$ cat config.mk
export PLATFORM = sky130hd
export DESIGN_NAME = adc_ladder_key_decoder_flat
export DESIGN_NICKNAME = d
export VERILOG_FILES = /design/src/akd_pkg.sv /design/src/akd_channels.sv /design/src/akd_front.sv /design/src/akd_queue.sv /design/src/akd_back.sv /design/src/adc_ladder_key_decoder.sv /design/src/flat_wrapper.sv
export SDC_FILE = /design/constraint.sdc
export NUM_CORES = 1
export LEC_CHECK = 0
export BUFFER_PORTS_ARGS = -buffer_cell sky130_fd_sc_hd__buf_2
export CORE_ASPECT_RATIO = 0.8
export CORE_MARGIN = 1
export CORE_UTILIZATION = 63
export CTS_BUF_LIST = sky130_fd_sc_hd__clkbuf_16
export CTS_CLUSTER_SIZE = 14
export DETAILED_ROUTE_END_ITERATION = 7
export GPL_ROUTABILITY_DRIVEN = 0
export GPL_TIMING_DRIVEN = 0
export PLACE_DENSITY_LB_ADDON = 0.15
export SYNTH_ARGS = -nofsm -noshare
export SYNTH_HDL_FRONTEND = slang
export SYNTH_SLANG_ARGS = --single-unit
$ cat constraint.sdc
create_clock -name clk -period 3.07 [get_ports clk]
set_input_delay 0.307 -clock clk [delete_from_list [all_inputs] [get_ports clk]]
set_output_delay 0.307 -clock clk [all_outputs]
set_load 0.05 [all_outputs]
$ cat src/akd_pkg.sv
`default_nettype none

package akd_pkg;

	// Field widths of the sample, the event and the register file.
	localparam int SAMPLE_W    = 12;
	localparam int MV_W        = 12;
	localparam int CODE_W      = 10;
	localparam int TYPE_W      = 5;
	localparam int COUNT_W     = 3;
	localparam int IDX_W       = 3;
	localparam int WINDOW_W    = 39;
	localparam int KEY_SLOTS   = 6;
	localparam int CFG_INDEX_W = 3;
	localparam int QUEUE_DEPTH = 2;

	// Register indexes of the configuration port.
	localparam logic [CFG_INDEX_W-1:0] CFG_KEY_COUNT    = 3'd0;
	localparam logic [CFG_INDEX_W-1:0] CFG_WINDOW_FIRST = 3'd1;
	localparam logic [CFG_INDEX_W-1:0] CFG_WINDOW_LAST  = 3'd6;

	typedef logic [IDX_W-1:0] key_idx_t;

	// One key's register, laid out as it is written.
	typedef struct packed {
		logic [TYPE_W-1:0] key_type;
		logic [CODE_W-1:0] code;
		logic [MV_W-1:0]   max_mv;
		logic [MV_W-1:0]   min_mv;
	} key_window_t;

	// What the classifier decided: a press or a release of one key slot.
	typedef struct packed {
		logic     pressed;
		key_idx_t idx;
	} key_action_t;

	typedef struct packed {
		logic full;
		logic empty;
	} queue_status_t;

	// A configured type of zero is reported as type one.
	function automatic logic [TYPE_W-1:0] event_type_of(key_window_t w);
		return (w.key_type == '0) ? TYPE_W'(1) : w.key_type;
	endfunction

endpackage

`default_nettype wire

$ cat src/akd_channels.sv
`default_nettype none

interface akd_sample_if import akd_pkg::*; ();
	logic                valid;
	logic                ready;
	logic [SAMPLE_W-1:0] adc_sample;
	logic                sample_valid;

	modport source (output valid, output adc_sample, output sample_valid, input ready);
	modport sink   (input valid, input adc_sample, input sample_valid, output ready);
endinterface

interface akd_event_if import akd_pkg::*; ();
	logic              valid;
	logic              ready;
	logic              key_pressed;
	logic [CODE_W-1:0] key_code;
	logic [TYPE_W-1:0] event_type;

	modport source (output valid, output key_pressed, output key_code, output event_type,
		input ready);
	modport sink   (input valid, input key_pressed, input key_code, input event_type,
		output ready);
endinterface

`default_nettype wire

$ cat src/akd_front.sv
`default_nettype none

module akd_front import akd_pkg::*; #(
	parameter int MAX_KEYS      = 6,
	parameter int FULL_SCALE_MV = 3300
) (
	input  wire logic          clk,
	input  wire logic          arst_n,
	akd_sample_if.sink         sample,
	input  wire logic [COUNT_W-1:0] key_count,
	input  wire key_window_t   windows [KEY_SLOTS],
	input  wire queue_status_t q_status,
	output logic               push,
	output key_action_t        action
);

	localparam logic [MV_W-1:0]    SCALE     = MV_W'(FULL_SCALE_MV);
	localparam logic [COUNT_W-1:0] KEY_LIMIT = COUNT_W'(MAX_KEYS);

	logic [2*SAMPLE_W-1:0] product;
	logic                  take;
	logic                  advance;
	logic                  valid_s1;
	logic [MV_W-1:0]       mv_s1;
	logic                  last_valid_q;
	key_idx_t              last_idx_q;
	logic [COUNT_W-1:0]    active;
	logic                  found;
	key_idx_t              hit;

	assign product = (2*SAMPLE_W)'(sample.adc_sample) * (2*SAMPLE_W)'(SCALE);

	// The first stage holds the millivolt value; the second classifies it.
	assign advance      = valid_s1 && !q_status.full;
	assign sample.ready = !valid_s1 || advance;
	assign take         = sample.valid && sample.ready;

	assign active = (key_count > KEY_LIMIT) ? KEY_LIMIT : key_count;

	// Scan from the top so that the lowest matching slot wins.
	always_comb begin
		found = 1'b0;
		hit   = '0;
		for (int i = KEY_SLOTS - 1; i >= 0; i--) begin
			if (COUNT_W'(i) < active && mv_s1 >= windows[i].min_mv &&
					mv_s1 <= windows[i].max_mv) begin
				found = 1'b1;
				hit   = IDX_W'(i);
			end
		end
	end

	assign push           = advance && (found || last_valid_q);
	assign action.pressed = found;
	assign action.idx     = found ? hit : last_idx_q;

	always_ff @(posedge clk or negedge arst_n) begin
		if (!arst_n) begin
			valid_s1     <= 1'b0;
			last_valid_q <= 1'b0;
			last_idx_q   <= '0;
		end else begin
			if (take) begin
				valid_s1 <= sample.sample_valid;
			end else if (advance) begin
				valid_s1 <= 1'b0;
			end
			if (advance) begin
				last_valid_q <= found;
				last_idx_q   <= found ? hit : '0;
			end
		end
	end

	always_ff @(posedge clk) begin
		if (take) begin
			mv_s1 <= product[SAMPLE_W +: MV_W];
		end
	end

endmodule

`default_nettype wire

$ cat src/akd_queue.sv
`default_nettype none

module akd_queue import akd_pkg::*; (
	input  wire logic    clk,
	input  wire logic    arst_n,
	input  wire logic    push,
	input  wire key_action_t push_data,
	input  wire logic    pop,
	output key_action_t  head,
	output queue_status_t status
);

	localparam int PTR_W = $clog2(QUEUE_DEPTH);
	localparam int CNT_W = $clog2(QUEUE_DEPTH + 1);

	key_action_t      entries_q [QUEUE_DEPTH];
	logic [PTR_W-1:0] wr_ptr_q;
	logic [PTR_W-1:0] rd_ptr_q;
	logic [CNT_W-1:0] count_q;

	assign head         = entries_q[rd_ptr_q];
	assign status.full  = (count_q == CNT_W'(QUEUE_DEPTH));
	assign status.empty = (count_q == '0);

	always_ff @(posedge clk or negedge arst_n) begin
		if (!arst_n) begin
			wr_ptr_q <= '0;
			rd_ptr_q <= '0;
			count_q  <= '0;
		end else begin
			if (push) begin
				wr_ptr_q <= wr_ptr_q + PTR_W'(1);
			end
			if (pop) begin
				rd_ptr_q <= rd_ptr_q + PTR_W'(1);
			end
			if (push && !pop) begin
				count_q <= count_q + CNT_W'(1);
			end else if (pop && !push) begin
				count_q <= count_q - CNT_W'(1);
			end
		end
	end

	always_ff @(posedge clk) begin
		if (push) begin
			entries_q[wr_ptr_q] <= push_data;
		end
	end

endmodule

`default_nettype wire

$ cat src/akd_back.sv
`default_nettype none

module akd_back import akd_pkg::*; (
	input  wire logic    clk,
	input  wire logic    arst_n,
	input  wire key_action_t head,
	input  wire queue_status_t q_status,
	input  wire key_window_t windows [KEY_SLOTS],
	output logic         pop,
	akd_event_if.source  key_event
);

	key_window_t       sel;
	logic              out_valid_q;
	logic              pressed_q;
	logic [CODE_W-1:0] code_q;
	logic [TYPE_W-1:0] type_q;

	// The output register refills from the queue whenever the queue is not empty and the register is empty or being taken.
	assign pop = !q_status.empty && (!out_valid_q || key_event.ready);
	assign sel = windows[head.idx];

	assign key_event.valid       = out_valid_q;
	assign key_event.key_pressed = pressed_q;
	assign key_event.key_code    = code_q;
	assign key_event.event_type  = type_q;

	always_ff @(posedge clk or negedge arst_n) begin
		if (!arst_n) begin
			out_valid_q <= 1'b0;
		end else if (pop) begin
			out_valid_q <= 1'b1;
		end else if (key_event.ready) begin
			out_valid_q <= 1'b0;
		end
	end

	always_ff @(posedge clk) begin
		if (pop) begin
			pressed_q <= head.pressed;
			code_q    <= sel.code;
			type_q    <= event_type_of(sel);
		end
	end

endmodule

`default_nettype wire

$ cat src/adc_ladder_key_decoder.sv
// Resistor-ladder keypad decoder. Each word on the sample channel carries one
// 12-bit converter result and a flag that says whether the conversion
// completed. A completed conversion is scaled to millivolts and compared
// against up to six key windows; the lowest-numbered window that holds it
// gives a press word on the key_event channel, and otherwise the key that was
// last pressed, if any, gives a release word. A timed-out conversion is
// taken and dropped without a word and without touching the remembered key.
// One sample is taken every cycle unless a full queue stalls the classifier.
// The value is scaled to millivolts and registered as the sample is taken,
// then classified and written into the queue; the key's code and type are
// then looked up into the output register, which shows the result word. Key
// windows and the key count are written through the plain write port; the
// user must write them only while the block has nothing in flight, which the
// block does not enforce. A release reports the code and type held in the
// key's register as it leaves the queue. Reset clears the key count, every
// window and the remembered key, and empties the queue and output register.
// When the receiver holds ready low the output register keeps its word, the
// two-entry queue fills, the classifier stalls and sample.ready drops.
`default_nettype none

module adc_ladder_key_decoder import akd_pkg::*; #(
	parameter int MAX_KEYS      = 6,
	parameter int FULL_SCALE_MV = 3300
) (
	input  wire logic                   clk,
	input  wire logic                   arst_n,
	akd_sample_if.sink                  sample,
	akd_event_if.source                 key_event,
	input  wire logic                   cfg_wr_en,
	input  wire logic [CFG_INDEX_W-1:0] cfg_index,
	input  wire logic [WINDOW_W-1:0]    cfg_data
);

	logic [COUNT_W-1:0]     key_count_q;
	key_window_t            windows_q [KEY_SLOTS];
	logic [CFG_INDEX_W-1:0] win_sel;
	logic                   push;
	logic                   pop;
	key_action_t            action;
	key_action_t            head;
	queue_status_t          q_status;

	// Window registers start right after the key count in the register map.
	assign win_sel = cfg_index - CFG_WINDOW_FIRST;

	always_ff @(posedge clk or negedge arst_n) begin
		if (!arst_n) begin
			key_count_q <= '0;
			for (int i = 0; i < KEY_SLOTS; i++) begin
				windows_q[i] <= '0;
			end
		end else if (cfg_wr_en) begin
			case (cfg_index) inside
				CFG_KEY_COUNT: begin
					key_count_q <= cfg_data[COUNT_W-1:0];
				end
				[CFG_WINDOW_FIRST:CFG_WINDOW_LAST]: begin
					windows_q[win_sel] <= key_window_t'(cfg_data);
				end
				default: begin
				end
			endcase
		end
	end

	// Front end: scales the sample and decides between press, release and
	// nothing, keeping track of the remembered key.
	akd_front #(
		.MAX_KEYS      (MAX_KEYS),
		.FULL_SCALE_MV (FULL_SCALE_MV)
	) u_front (
		.clk       (clk),
		.arst_n    (arst_n),
		.sample    (sample),
		.key_count (key_count_q),
		.windows   (windows_q),
		.q_status  (q_status),
		.push      (push),
		.action    (action)
	);

	// Decisions wait here so that a stalled receiver does not stop sampling
	// straight away.
	akd_queue u_queue (
		.clk       (clk),
		.arst_n    (arst_n),
		.push      (push),
		.push_data (action),
		.pop       (pop),
		.head      (head),
		.status    (q_status)
	);

	// Back end: turns a decision into the reported code and type.
	akd_back u_back (
		.clk       (clk),
		.arst_n    (arst_n),
		.head      (head),
		.q_status  (q_status),
		.windows   (windows_q),
		.pop       (pop),
		.key_event (key_event)
	);

endmodule

`default_nettype wire
$ cat src/flat_wrapper.sv
// flat-port wrapper written by rule: the top's interface ports become plain ports
module adc_ladder_key_decoder_flat import akd_pkg::*;
#(
	parameter int MAX_KEYS      = 6,
	parameter int FULL_SCALE_MV = 3300
)
  (clk, arst_n, cfg_wr_en, cfg_index, cfg_data, sample_valid, sample_adc_sample, sample_sample_valid, sample_ready, key_event_valid, key_event_key_pressed, key_event_key_code, key_event_event_type, key_event_ready);
  akd_sample_if sample_i ();
  akd_event_if key_event_i ();
  input  wire logic clk;
  input  wire logic arst_n;
  input  wire logic cfg_wr_en;
  input  wire logic [CFG_INDEX_W-1:0] cfg_index;
  input  wire logic [WINDOW_W-1:0] cfg_data;
  input wire logic [$bits(sample_i.valid)-1:0] sample_valid;
  input wire logic [$bits(sample_i.adc_sample)-1:0] sample_adc_sample;
  input wire logic [$bits(sample_i.sample_valid)-1:0] sample_sample_valid;
  output wire logic [$bits(sample_i.ready)-1:0] sample_ready;
  output wire logic [$bits(key_event_i.valid)-1:0] key_event_valid;
  output wire logic [$bits(key_event_i.key_pressed)-1:0] key_event_key_pressed;
  output wire logic [$bits(key_event_i.key_code)-1:0] key_event_key_code;
  output wire logic [$bits(key_event_i.event_type)-1:0] key_event_event_type;
  input wire logic [$bits(key_event_i.ready)-1:0] key_event_ready;
  assign sample_i.valid = sample_valid;
  assign sample_i.adc_sample = sample_adc_sample;
  assign sample_i.sample_valid = sample_sample_valid;
  assign sample_ready = sample_i.ready;
  assign key_event_valid = key_event_i.valid;
  assign key_event_key_pressed = key_event_i.key_pressed;
  assign key_event_key_code = key_event_i.key_code;
  assign key_event_event_type = key_event_i.event_type;
  assign key_event_i.ready = key_event_ready;
  adc_ladder_key_decoder #(.MAX_KEYS(MAX_KEYS), .FULL_SCALE_MV(FULL_SCALE_MV)) u_core (.clk(clk), .arst_n(arst_n), .sample(sample_i), .key_event(key_event_i), .cfg_wr_en(cfg_wr_en), .cfg_index(cfg_index), .cfg_data(cfg_data));
endmodule
# Word-level counts from Yosys, hierarchy flattened
# Memories as Yosys holds them, arrays and structs flattened.
# Cells that the tools add are included.
[word_totals] input_bits=60 ram_bits=8 elab_cells=137 memories=1 output_inout_bits=18 register_bits=275
[classes] eq_ne=1 multipliers=1 magnitude_cmp=24 n_addsub=5 n_reduce_logical=37 muxes=29 bitwise_logic=3
[mem_list] name="u_core.u_queue.entries_q" depth=2 word_bits=4 rd=1 rd_clocked_by_memory_dff=0 wr=1 line_no="akd_queue.sv:16" rtl="key_action_t entries_q [QUEUE_DEPTH];"
[ops] operator="234-bit bitwise mux" n=1
[ops] operator="39-bit binary-select mux with 3-bit select" n=1
[ops] operator="39-bit demux with 3-bit select" n=1
[ops] operator="39-bit 2-to-1 mux" n=3
[ops] operator="12-bit greater-or-equal comparator" n=6
[ops] operator="12-bit <= comparator" n=6
[ops] operator="3-bit 2-to-1 mux" n=9
[ops] operator="12-bit by 10-bit multiplier with 22-bit output (second input constant)" n=1
[ops] operator="1-bit logical AND" n=20
[ops] operator="1-bit 2-to-1 mux" n=12
[ops] operator="4-bit greater-or-equal comparator (second input constant)" n=2
[ops] operator="3-bit NOT with 4-bit output" n=2
[ops] operator="1-bit logical NOT" n=6
[ops] operator="1-bit by 3-bit < comparator with 1-bit output (first input constant)" n=2
[ops] operator="2-bit by 3-bit < comparator with 1-bit output (first input constant)" n=2
[ops] operator="3-bit < comparator (first input constant)" n=2
[ops] operator="2-bit nonzero test" n=3
[ops] operator="5-bit logical NOT" n=1
[ops] operator="4-bit by 1-bit < comparator with 1-bit output (second input constant)" n=1
[ops] operator="2-bit 2-to-1 mux" n=2
[ops] operator="3-bit by 1-bit greater-or-equal comparator with 1-bit output (second input constant)" n=1
[ops] operator="3-bit > comparator (second input constant)" n=1
[ops] operator="3-bit <= comparator (second input constant)" n=1
[ops] operator="3-bit logical NOT" n=1
[ops] operator="other kinds (10)" n=13

# Longest topological paths before layout
[depth] ltp_word=17 depth_mapped=17 mapped_depth_nobuf=17

# Cells and area by module
# Synthesis repeated with hierarchy kept, for this count alone.
[unflattened] cells_unflattened=1382 area_unflattened_um2=17068.9
[by_module_without_submodules] module="adc_ladder_key_decoder" cells_each=522 area_per_inst_um2=9103.7 instances=1
[by_module_without_submodules] module="akd_front" cells_each=735 area_per_inst_um2=6221.0 instances=1
[by_module_without_submodules] module="akd_back" cells_each=97 area_per_inst_um2=1270.0 instances=1
[by_module_without_submodules] module="akd_queue" cells_each=28 area_per_inst_um2=474.2 instances=1

# Worst setup path after synthesis
# Ideal clock, no wire load.
[synth_timing] kind="input port to flip-flop" startpoint="input port sample_adc_sample[1]" endpoint="register u_core.u_front.mv_s1[11] (data pin)" path_stages=15 t_arrival_ns=4.233 setup_slack_ns=-1.423 path_buffers=0 path_cell_list="ha_1 xor2_1 ha_1 fa_1 fa_1 fa_1 ha_1 a21o_1 a21oi_1 nor3b_2 a211oi_1 o311a_1 o21a_1 nor2_1 xnor2_1"
[synth_between] elab_chain_cells=1
[synth_rtl] item="from (decl)" line_no="flat_wrapper.sv:16" rtl="input wire logic [$bits(sample_i.adc_sample)-1:0] sample_adc_sample;"
[synth_rtl] item="12-bit by 10-bit multiplier with 22-bit output" line_no="akd_front.sv:31" rtl="assign product = (2*SAMPLE_W)'(sample.adc_sample) * (2*SAMPLE_W)'(SCALE);"
[synth_rtl] item="net u_core.u_front.product[23]" line_no="akd_front.sv:20" rtl="logic [2*SAMPLE_W-1:0] product;"
[synth_rtl] item="to (signal assigned)" line_no="akd_front.sv:77" rtl="mv_s1 <= product[SAMPLE_W +: MV_W];"
[synth_rtl] item="to (decl)" line_no="akd_front.sv:24" rtl="logic [MV_W-1:0] mv_s1;"
# The timed path passes the listed nets, and every way through them passes these cells.
# A chain may end at the register's enable or synchronous reset.

# Worst setup path in the final report
# Ends and elaborated chain as after synthesis.

==> impl_results.html <==
<table>
<tr><th>Metric</th><th>Value</th></tr>
<tr><th colspan="2">Status</th></tr>
<tr><td>Status</td><td>complete, but fails checks</td></tr>
<tr><td>Violations in the final reports</td><td>negative setup slack</td></tr>
<tr><th colspan="2">STA</th></tr>
<tr><td>Setup repair after global routing missed its margin</td><td>true</td></tr>
<tr><td>Final Worst Setup Slack</td><td>-906 ps</td></tr>
<tr><td>Skew final</td><td>12.5 ps</td></tr>
<tr><td>Final Cycle Share</td><td>130%</td></tr>
<tr><td>Final setup violation count</td><td>11</td></tr>
<tr><td>Fmax</td><td>252 MHz</td></tr>
<tr><td>Final hold vios</td><td>0</td></tr>
<tr><td>Final worst path period need</td><td>3980 ps</td></tr>
<tr><td>Slew Viols, Final</td><td>0</td></tr>
<tr><td>Least-Margin Pin Slew</td><td>840 ps</td></tr>
<tr><td>Slew margin rel.</td><td>42.4%</td></tr>
<tr><th colspan="2">GRT</th></tr>
<tr><td>First-pass GRT wire length</td><td>67.7 mm</td></tr>
<tr><td>M2 GR Usage</td><td>50.7%</td></tr>
<tr><td>Remaining global-route overflow</td><td>0</td></tr>
<tr><td>Layer with the highest usage after global routing</td><td>met2</td></tr>
<tr><td>Number of global-route vias before repair</td><td>12231</td></tr>
<tr><td>Antenna violations before repair</td><td>0</td></tr>
<tr><td>Met1 usage in global routing</td><td>48.8%</td></tr>
<tr><td>Pin count of the biggest net entering global routing</td><td>92</td></tr>
<tr><td>GRT met3 Usage</td><td>5.28%</td></tr>
<tr><td>GRT Util Overall</td><td>33.0%</td></tr>
<tr><th colspan="2">Setup path</th></tr>
<tr><td>Critical path required time</td><td>3360 ps</td></tr>
<tr><td>Startpoint kind of the worst setup timing path</td><td>primary input</td></tr>
<tr><td>CP top delay family</td><td>adder cells</td></tr>
<tr><td>Worst Setup Path Type</td><td>primary input to register</td></tr>
<tr><td>Buffers plus inverters on the worst setup path</td><td>3</td></tr>
<tr><td>Cell Chain, Critical Path</td><td>buf_12 -&gt; ha_4 -&gt; xor2_2 -&gt; ha_2 -&gt; a21o_1 -&gt; fa_1 -&gt; fa_1 -&gt; inv_1 -&gt; fa_1 -&gt; inv_2 -&gt; ha_4 -&gt; a21oi_4 -&gt; nor3b_4 -&gt; a211oi_4 -&gt; o311a_1 -&gt; o21a_1 -&gt; nor2_1 -&gt; xnor2_1</td></tr>
<tr><td>Critical path fanouts, max</td><td>4</td></tr>
<tr><td>Largest stage delay on the critical path</td><td>520 ps</td></tr>
<tr><td>Arrival time of data at the critical path endpoint</td><td>4260 ps</td></tr>
<tr><td>Worst setup EP type</td><td>register</td></tr>
<tr><td>CP dominant cell by count</td><td>sky130_fd_sc_hd__fa_1</td></tr>
<tr><td>Cell with the largest stage delay on the worst path</td><td>sky130_fd_sc_hd__fa_1</td></tr>
<tr><th colspan="2">Clock network</th></tr>
<tr><td>Clock transition time at the flip-flop clock pins of the worst setup and hold paths</td><td>60 ps</td></tr>
<tr><td>TritonCTS buffer count</td><td>29</td></tr>
<tr><td>TritonCTS clock tree</td><td>yes</td></tr>
<tr><td>H-tree level count</td><td>1</td></tr>
<tr><td>Clock sink count</td><td>283</td></tr>
<tr><td>Buffer depth of the longest clock path</td><td>3</td></tr>
<tr><td>Clock tree root driver cell</td><td>sky130_fd_sc_hd__clkbuf_16</td></tr>
<tr><td>Insertion delay of the later-clocked pin in the worst-skew pair</td><td>550 ps</td></tr>
<tr><th colspan="2">Synthesis</th></tr>
<tr><td>Main flop type after synthesis</td><td>sky130_fd_sc_hd__dfrtp_1</td></tr>
<tr><td>Post-synth top cells</td><td>sky130_fd_sc_hd__dfrtp_1, sky130_fd_sc_hd__ha_1, sky130_fd_sc_hd__inv_1, sky130_fd_sc_hd__nand2_1, sky130_fd_sc_hd__o21ai_0</td></tr>
<tr><td>Distinct cell type count of the synthesized netlist</td><td>68</td></tr>
<tr><td>Syn_area_per_cell</td><td>11.1 µm²</td></tr>
<tr><td>Fraction of post-synthesis cell area in the top cell type by area</td><td>37.2%</td></tr>
<tr><td>Top cells by area in the synthesized netlist</td><td>sky130_fd_sc_hd__dfrtp_1, sky130_fd_sc_hd__ha_1, sky130_fd_sc_hd__mux2_2, sky130_fd_sc_hd__edfxtp_1, sky130_fd_sc_hd__o21ai_0</td></tr>
<tr><td>Synthesized instance count</td><td>1494</td></tr>
<tr><td>Mapped Nets</td><td>1804</td></tr>
<tr><td>Most frequent cell after synthesis</td><td>sky130_fd_sc_hd__dfrtp_1</td></tr>
<tr><td>Asr flop ratio synth</td><td>87.3%</td></tr>
<tr><td>Number of enable flip-flop cells after synthesis</td><td>36</td></tr>
<tr><td>Fraction of the yosys area taken by sequential cells</td><td>43.7%</td></tr>
<tr><td>Number of flip-flops and latches in the synthesized netlist</td><td>283</td></tr>
<tr><td>Synthesized cell area</td><td>16600 µm²</td></tr>
<tr><td>Total number of yosys warnings</td><td>0</td></tr>
<tr><td>Leading area contributor after synthesis</td><td>sky130_fd_sc_hd__dfrtp_1</td></tr>
<tr><th colspan="2">Pwr</th></tr>
<tr><td>Worst voltage drop across the vdd grid</td><td>0.521 mV</td></tr>
<tr><td>Cell-internal power</td><td>12300 µW</td></tr>
<tr><td>Net switching share of the total power</td><td>39.9%</td></tr>
<tr><td>Net switching power</td><td>8160 µW</td></tr>
<tr><td>Leakage</td><td>0.00926 µW</td></tr>
<tr><td>Fraction of power consumed by combinational cells</td><td>53.8%</td></tr>
<tr><td>Proportion of power drawn by flip-flops and latches</td><td>29.2%</td></tr>
<tr><td>Clock share of power</td><td>16.9%</td></tr>
<tr><td>Power Dens Cells</td><td>1040 nW/µm²</td></tr>
<tr><td>Total power draw</td><td>20500 µW</td></tr>
<tr><th colspan="2">Routing</th></tr>
<tr><td>Total number of vias</td><td>12466</td></tr>
<tr><td>Drt wl/cell</td><td>21.4 µm</td></tr>
<tr><td>Via density</td><td>6.07</td></tr>
<tr><td>Initial detailed-routing violation count</td><td>1169</td></tr>
<tr><td>Residual DRC count</td><td>0</td></tr>
<tr><td>Number of iterations in the first detailed-routing pass</td><td>6</td></tr>
<tr><td>Overall routed net length</td><td>43.9 mm</td></tr>
<tr><td>Final antenna-violating net count</td><td>0</td></tr>
<tr><th colspan="2">Die</th></tr>
<tr><td>Total die area</td><td>27000 µm²</td></tr>
<tr><td>Initial core utilization</td><td>65.0%</td></tr>
<tr><td>Standard-cell row count</td><td>52</td></tr>
<tr><td>Core Footprint</td><td>25600 µm²</td></tr>
<tr><td>Total I/O pin count</td><td>78</td></tr>
<tr><td>Height of the chip</td><td>147 µm</td></tr>
<tr><td>Die width</td><td>184 µm</td></tr>
<tr><th colspan="2">Place</th></tr>
<tr><td>Count of buffers inserted at the top-level ports</td><td>77</td></tr>
<tr><td>Cell area after placement</td><td>17700 µm²</td></tr>
<tr><td>Pre-CTS setup slack</td><td>-1530 ps</td></tr>
<tr><td>Post-DP HPWL</td><td>27.5 mm</td></tr>
<tr><td>Placed Cells incl. Taps</td><td>1924</td></tr>
<tr><th colspan="2">Layout</th></tr>
<tr><td>Final #Nets</td><td>1990</td></tr>
<tr><td>Area of the multi-input gates</td><td>9100 µm²</td></tr>
<tr><td>Sequential Area</td><td>7260 µm²</td></tr>
<tr><td>Final Instance Area</td><td>19800 µm²</td></tr>
<tr><td>Antenna cell count</td><td>0</td></tr>
<tr><td>Share of post-route cells with drive strength above 1</td><td>26.0%</td></tr>
<tr><td>Final core utilization</td><td>77.3%</td></tr>
<tr><td>Non-filler cells in the finished layout</td><td>2053</td></tr>
<tr><td>Post-synthesis to final-layout area growth</td><td>19.0%</td></tr>
<tr><td>Layout filler cell count</td><td>1645</td></tr>
<tr><th colspan="2">Hold path</th></tr>
<tr><td>Min-delay worst type</td><td>primary input to register</td></tr>
<tr><th colspan="2">Flow run</th></tr>
<tr><td>Max-capacitance violation count</td><td>0</td></tr>
</table>
worst register-to-register path, stage by stage, from the launching register on:
cell and delay (ps):
sky130_fd_sc_hd__edfxtp_1 490, sky130_fd_sc_hd__buf_6 190, sky130_fd_sc_hd__buf_4 140, sky130_fd_sc_hd__ha_1 290, sky130_fd_sc_hd__o21ai_0 110, sky130_fd_sc_hd__o21bai_2 140, sky130_fd_sc_hd__mux2_4 290, sky130_fd_sc_hd__o32ai_4 160
sky130_fd_sc_hd__o211ai_1 220, sky130_fd_sc_hd__o2111a_2 250, sky130_fd_sc_hd__a21oi_4 220, sky130_fd_sc_hd__ha_4 160, sky130_fd_sc_hd__xor2_1 150, sky130_fd_sc_hd__nor2_1 70, sky130_fd_sc_hd__xnor2_1 110
cell usage in the layout, fill, tap and decap left out, types with 10 or more instances in the layout:
| master | n |
|---|---|
| sky130_fd_sc_hd__inv_1 | 184 |
| sky130_fd_sc_hd__mux2i_1 | 19 |
| sky130_fd_sc_hd__dfrtp_1 | 247 |
| sky130_fd_sc_hd__mux2_2 | 120 |
| sky130_fd_sc_hd__clkinv_1 | 10 |
| sky130_fd_sc_hd__fa_1 | 26 |
| sky130_fd_sc_hd__nand4_1 | 16 |
| sky130_fd_sc_hd__mux4_2 | 15 |
| sky130_fd_sc_hd__buf_4 | 65 |
| sky130_fd_sc_hd__o21ai_0 | 148 |
| sky130_fd_sc_hd__nor2_1 | 23 |
| sky130_fd_sc_hd__clkbuf_16 | 31 |
| sky130_fd_sc_hd__mux2_1 | 10 |
| sky130_fd_sc_hd__ha_4 | 23 |
| sky130_fd_sc_hd__a21oi_1 | 43 |
| sky130_fd_sc_hd__xnor2_1 | 10 |
| sky130_fd_sc_hd__edfxtp_1 | 36 |
| sky130_fd_sc_hd__buf_6 | 16 |
| sky130_fd_sc_hd__clkbuf_1 | 22 |
| sky130_fd_sc_hd__buf_2 | 85 |
| sky130_fd_sc_hd__nand2_1 | 157 |
| sky130_fd_sc_hd__nand3_1 | 14 |
| sky130_fd_sc_hd__nor2b_1 | 10 |
| sky130_fd_sc_hd__a21o_1 | 14 |
| sky130_fd_sc_hd__ha_1 | 197 |
logic make-up after synthesis:
kind of cell,after synthesis,synth area share (%)
AOI/OAI and AO/OA,277,9.83
xor gates and xnor gates,19,1.09
adders and majority gates,250,20.1
buffers and inverters,227,5.43
DFF,283,43.7
muxes,165,12.1
and+or+nand+nor,273,7.79
through the flow:
step                      setup TNS [ps]  hold slack [ps]
final                              -7410             33.2
after global routing               -9060             32.7
after CTS                          -5830             26.4
after detailed placement          -27450              382
after global placement           -691260              465
after floorplan                    -8530             11.4
area by class of cell:
class                   instances  area share, %
plain buffers                  42           1.05
clock buffers                  31           3.93
clock inverters                22          0.772
inverters                     185           3.53
multi-input cells             984           46.0
flip-flops and latches        283           36.7
well taps                     351           2.22
repair buffers                155           5.71
flip-flops by register name, summed over array words and instances (netlist names):
name and cells:
u_core.u_back.key_event.key_code 10, u_core.u_front.last_idx_q 3, u_core.windows_q 234, u_core.u_queue.entries_q 8, u_core.u_back.key_event.key_pressed 1, u_core.u_front.valid_s1 1
u_core.u_front.last_valid_q 1, u_core.key_count_q 3, u_core.u_back.key_event.event_type 5, u_core.u_queue.rd_ptr_q 1, u_core.u_queue.count_q 2, u_core.u_queue.wr_ptr_q 1
u_core.u_front.mv_s1 12, u_core.u_back.key_event.valid 1
power groups by stage:
stage | sequential (µW) | combinational, µW | clock [µW]
2_1_floorplan | 6400 | 5910 | 0
5_1_grt | 6130 | 12000 | 3640
4_1_cts | 5960 | 9950 | 3490
3_5_place_dp | 6450 | 8120 | 0
3_3_place_gp | 6390 | 7710 | 0
6_report | 5990 | 11000 | 3470
worst paths after layout:
check | startpoint | end | slack (ps) | depth (start not counted)
min in group asynchronous | arst_n | u_core.windows_q[55]$_DFFE_PN0P_ | 380 | 2
max reg2reg | u_core.u_front.mv_s1[11]$_DFFE_PP_ | u_core.u_queue.count_q[1]$_DFFE_PN0P_ | -30 | 14
min | key_event_ready | u_core.u_back.key_event.valid$_DFFE_PN0P_ | 30 | 3
min reg2reg | u_core.windows_q[155]$_DFFE_PN0P_ | u_core.windows_q[155]$_DFFE_PN0P_ | 490 | 1
max in group asynchronous | arst_n | u_core.windows_q[28]$_DFFE_PN0P_ | 1780 | 3
max | sample_adc_sample[1] | u_core.u_front.mv_s1[11]$_DFFE_PP_ | -910 | 18
repair_timing:
item / in CTS / in global routing
pin swaps: 30 / 38
setup buffers: 61 / 15
endpoints found under the hold margin: 90 / 0
endpoints found under the setup margin: 33 / 24
hold buffers: 3 / 0
resized for setup: 46 / 51
layer usage:
| layer | vias to the layer above | wire [µm] |
|---|---|---|
| li1 | 5587 | - |
| met4 | 0 | 1350 |
| met3 | 100 | 4060 |
| met1 | 6224 | 18900 |
| met5 | - | 0 |
| met2 | 555 | 19600 |
Power figures use the tool's default switching activity.
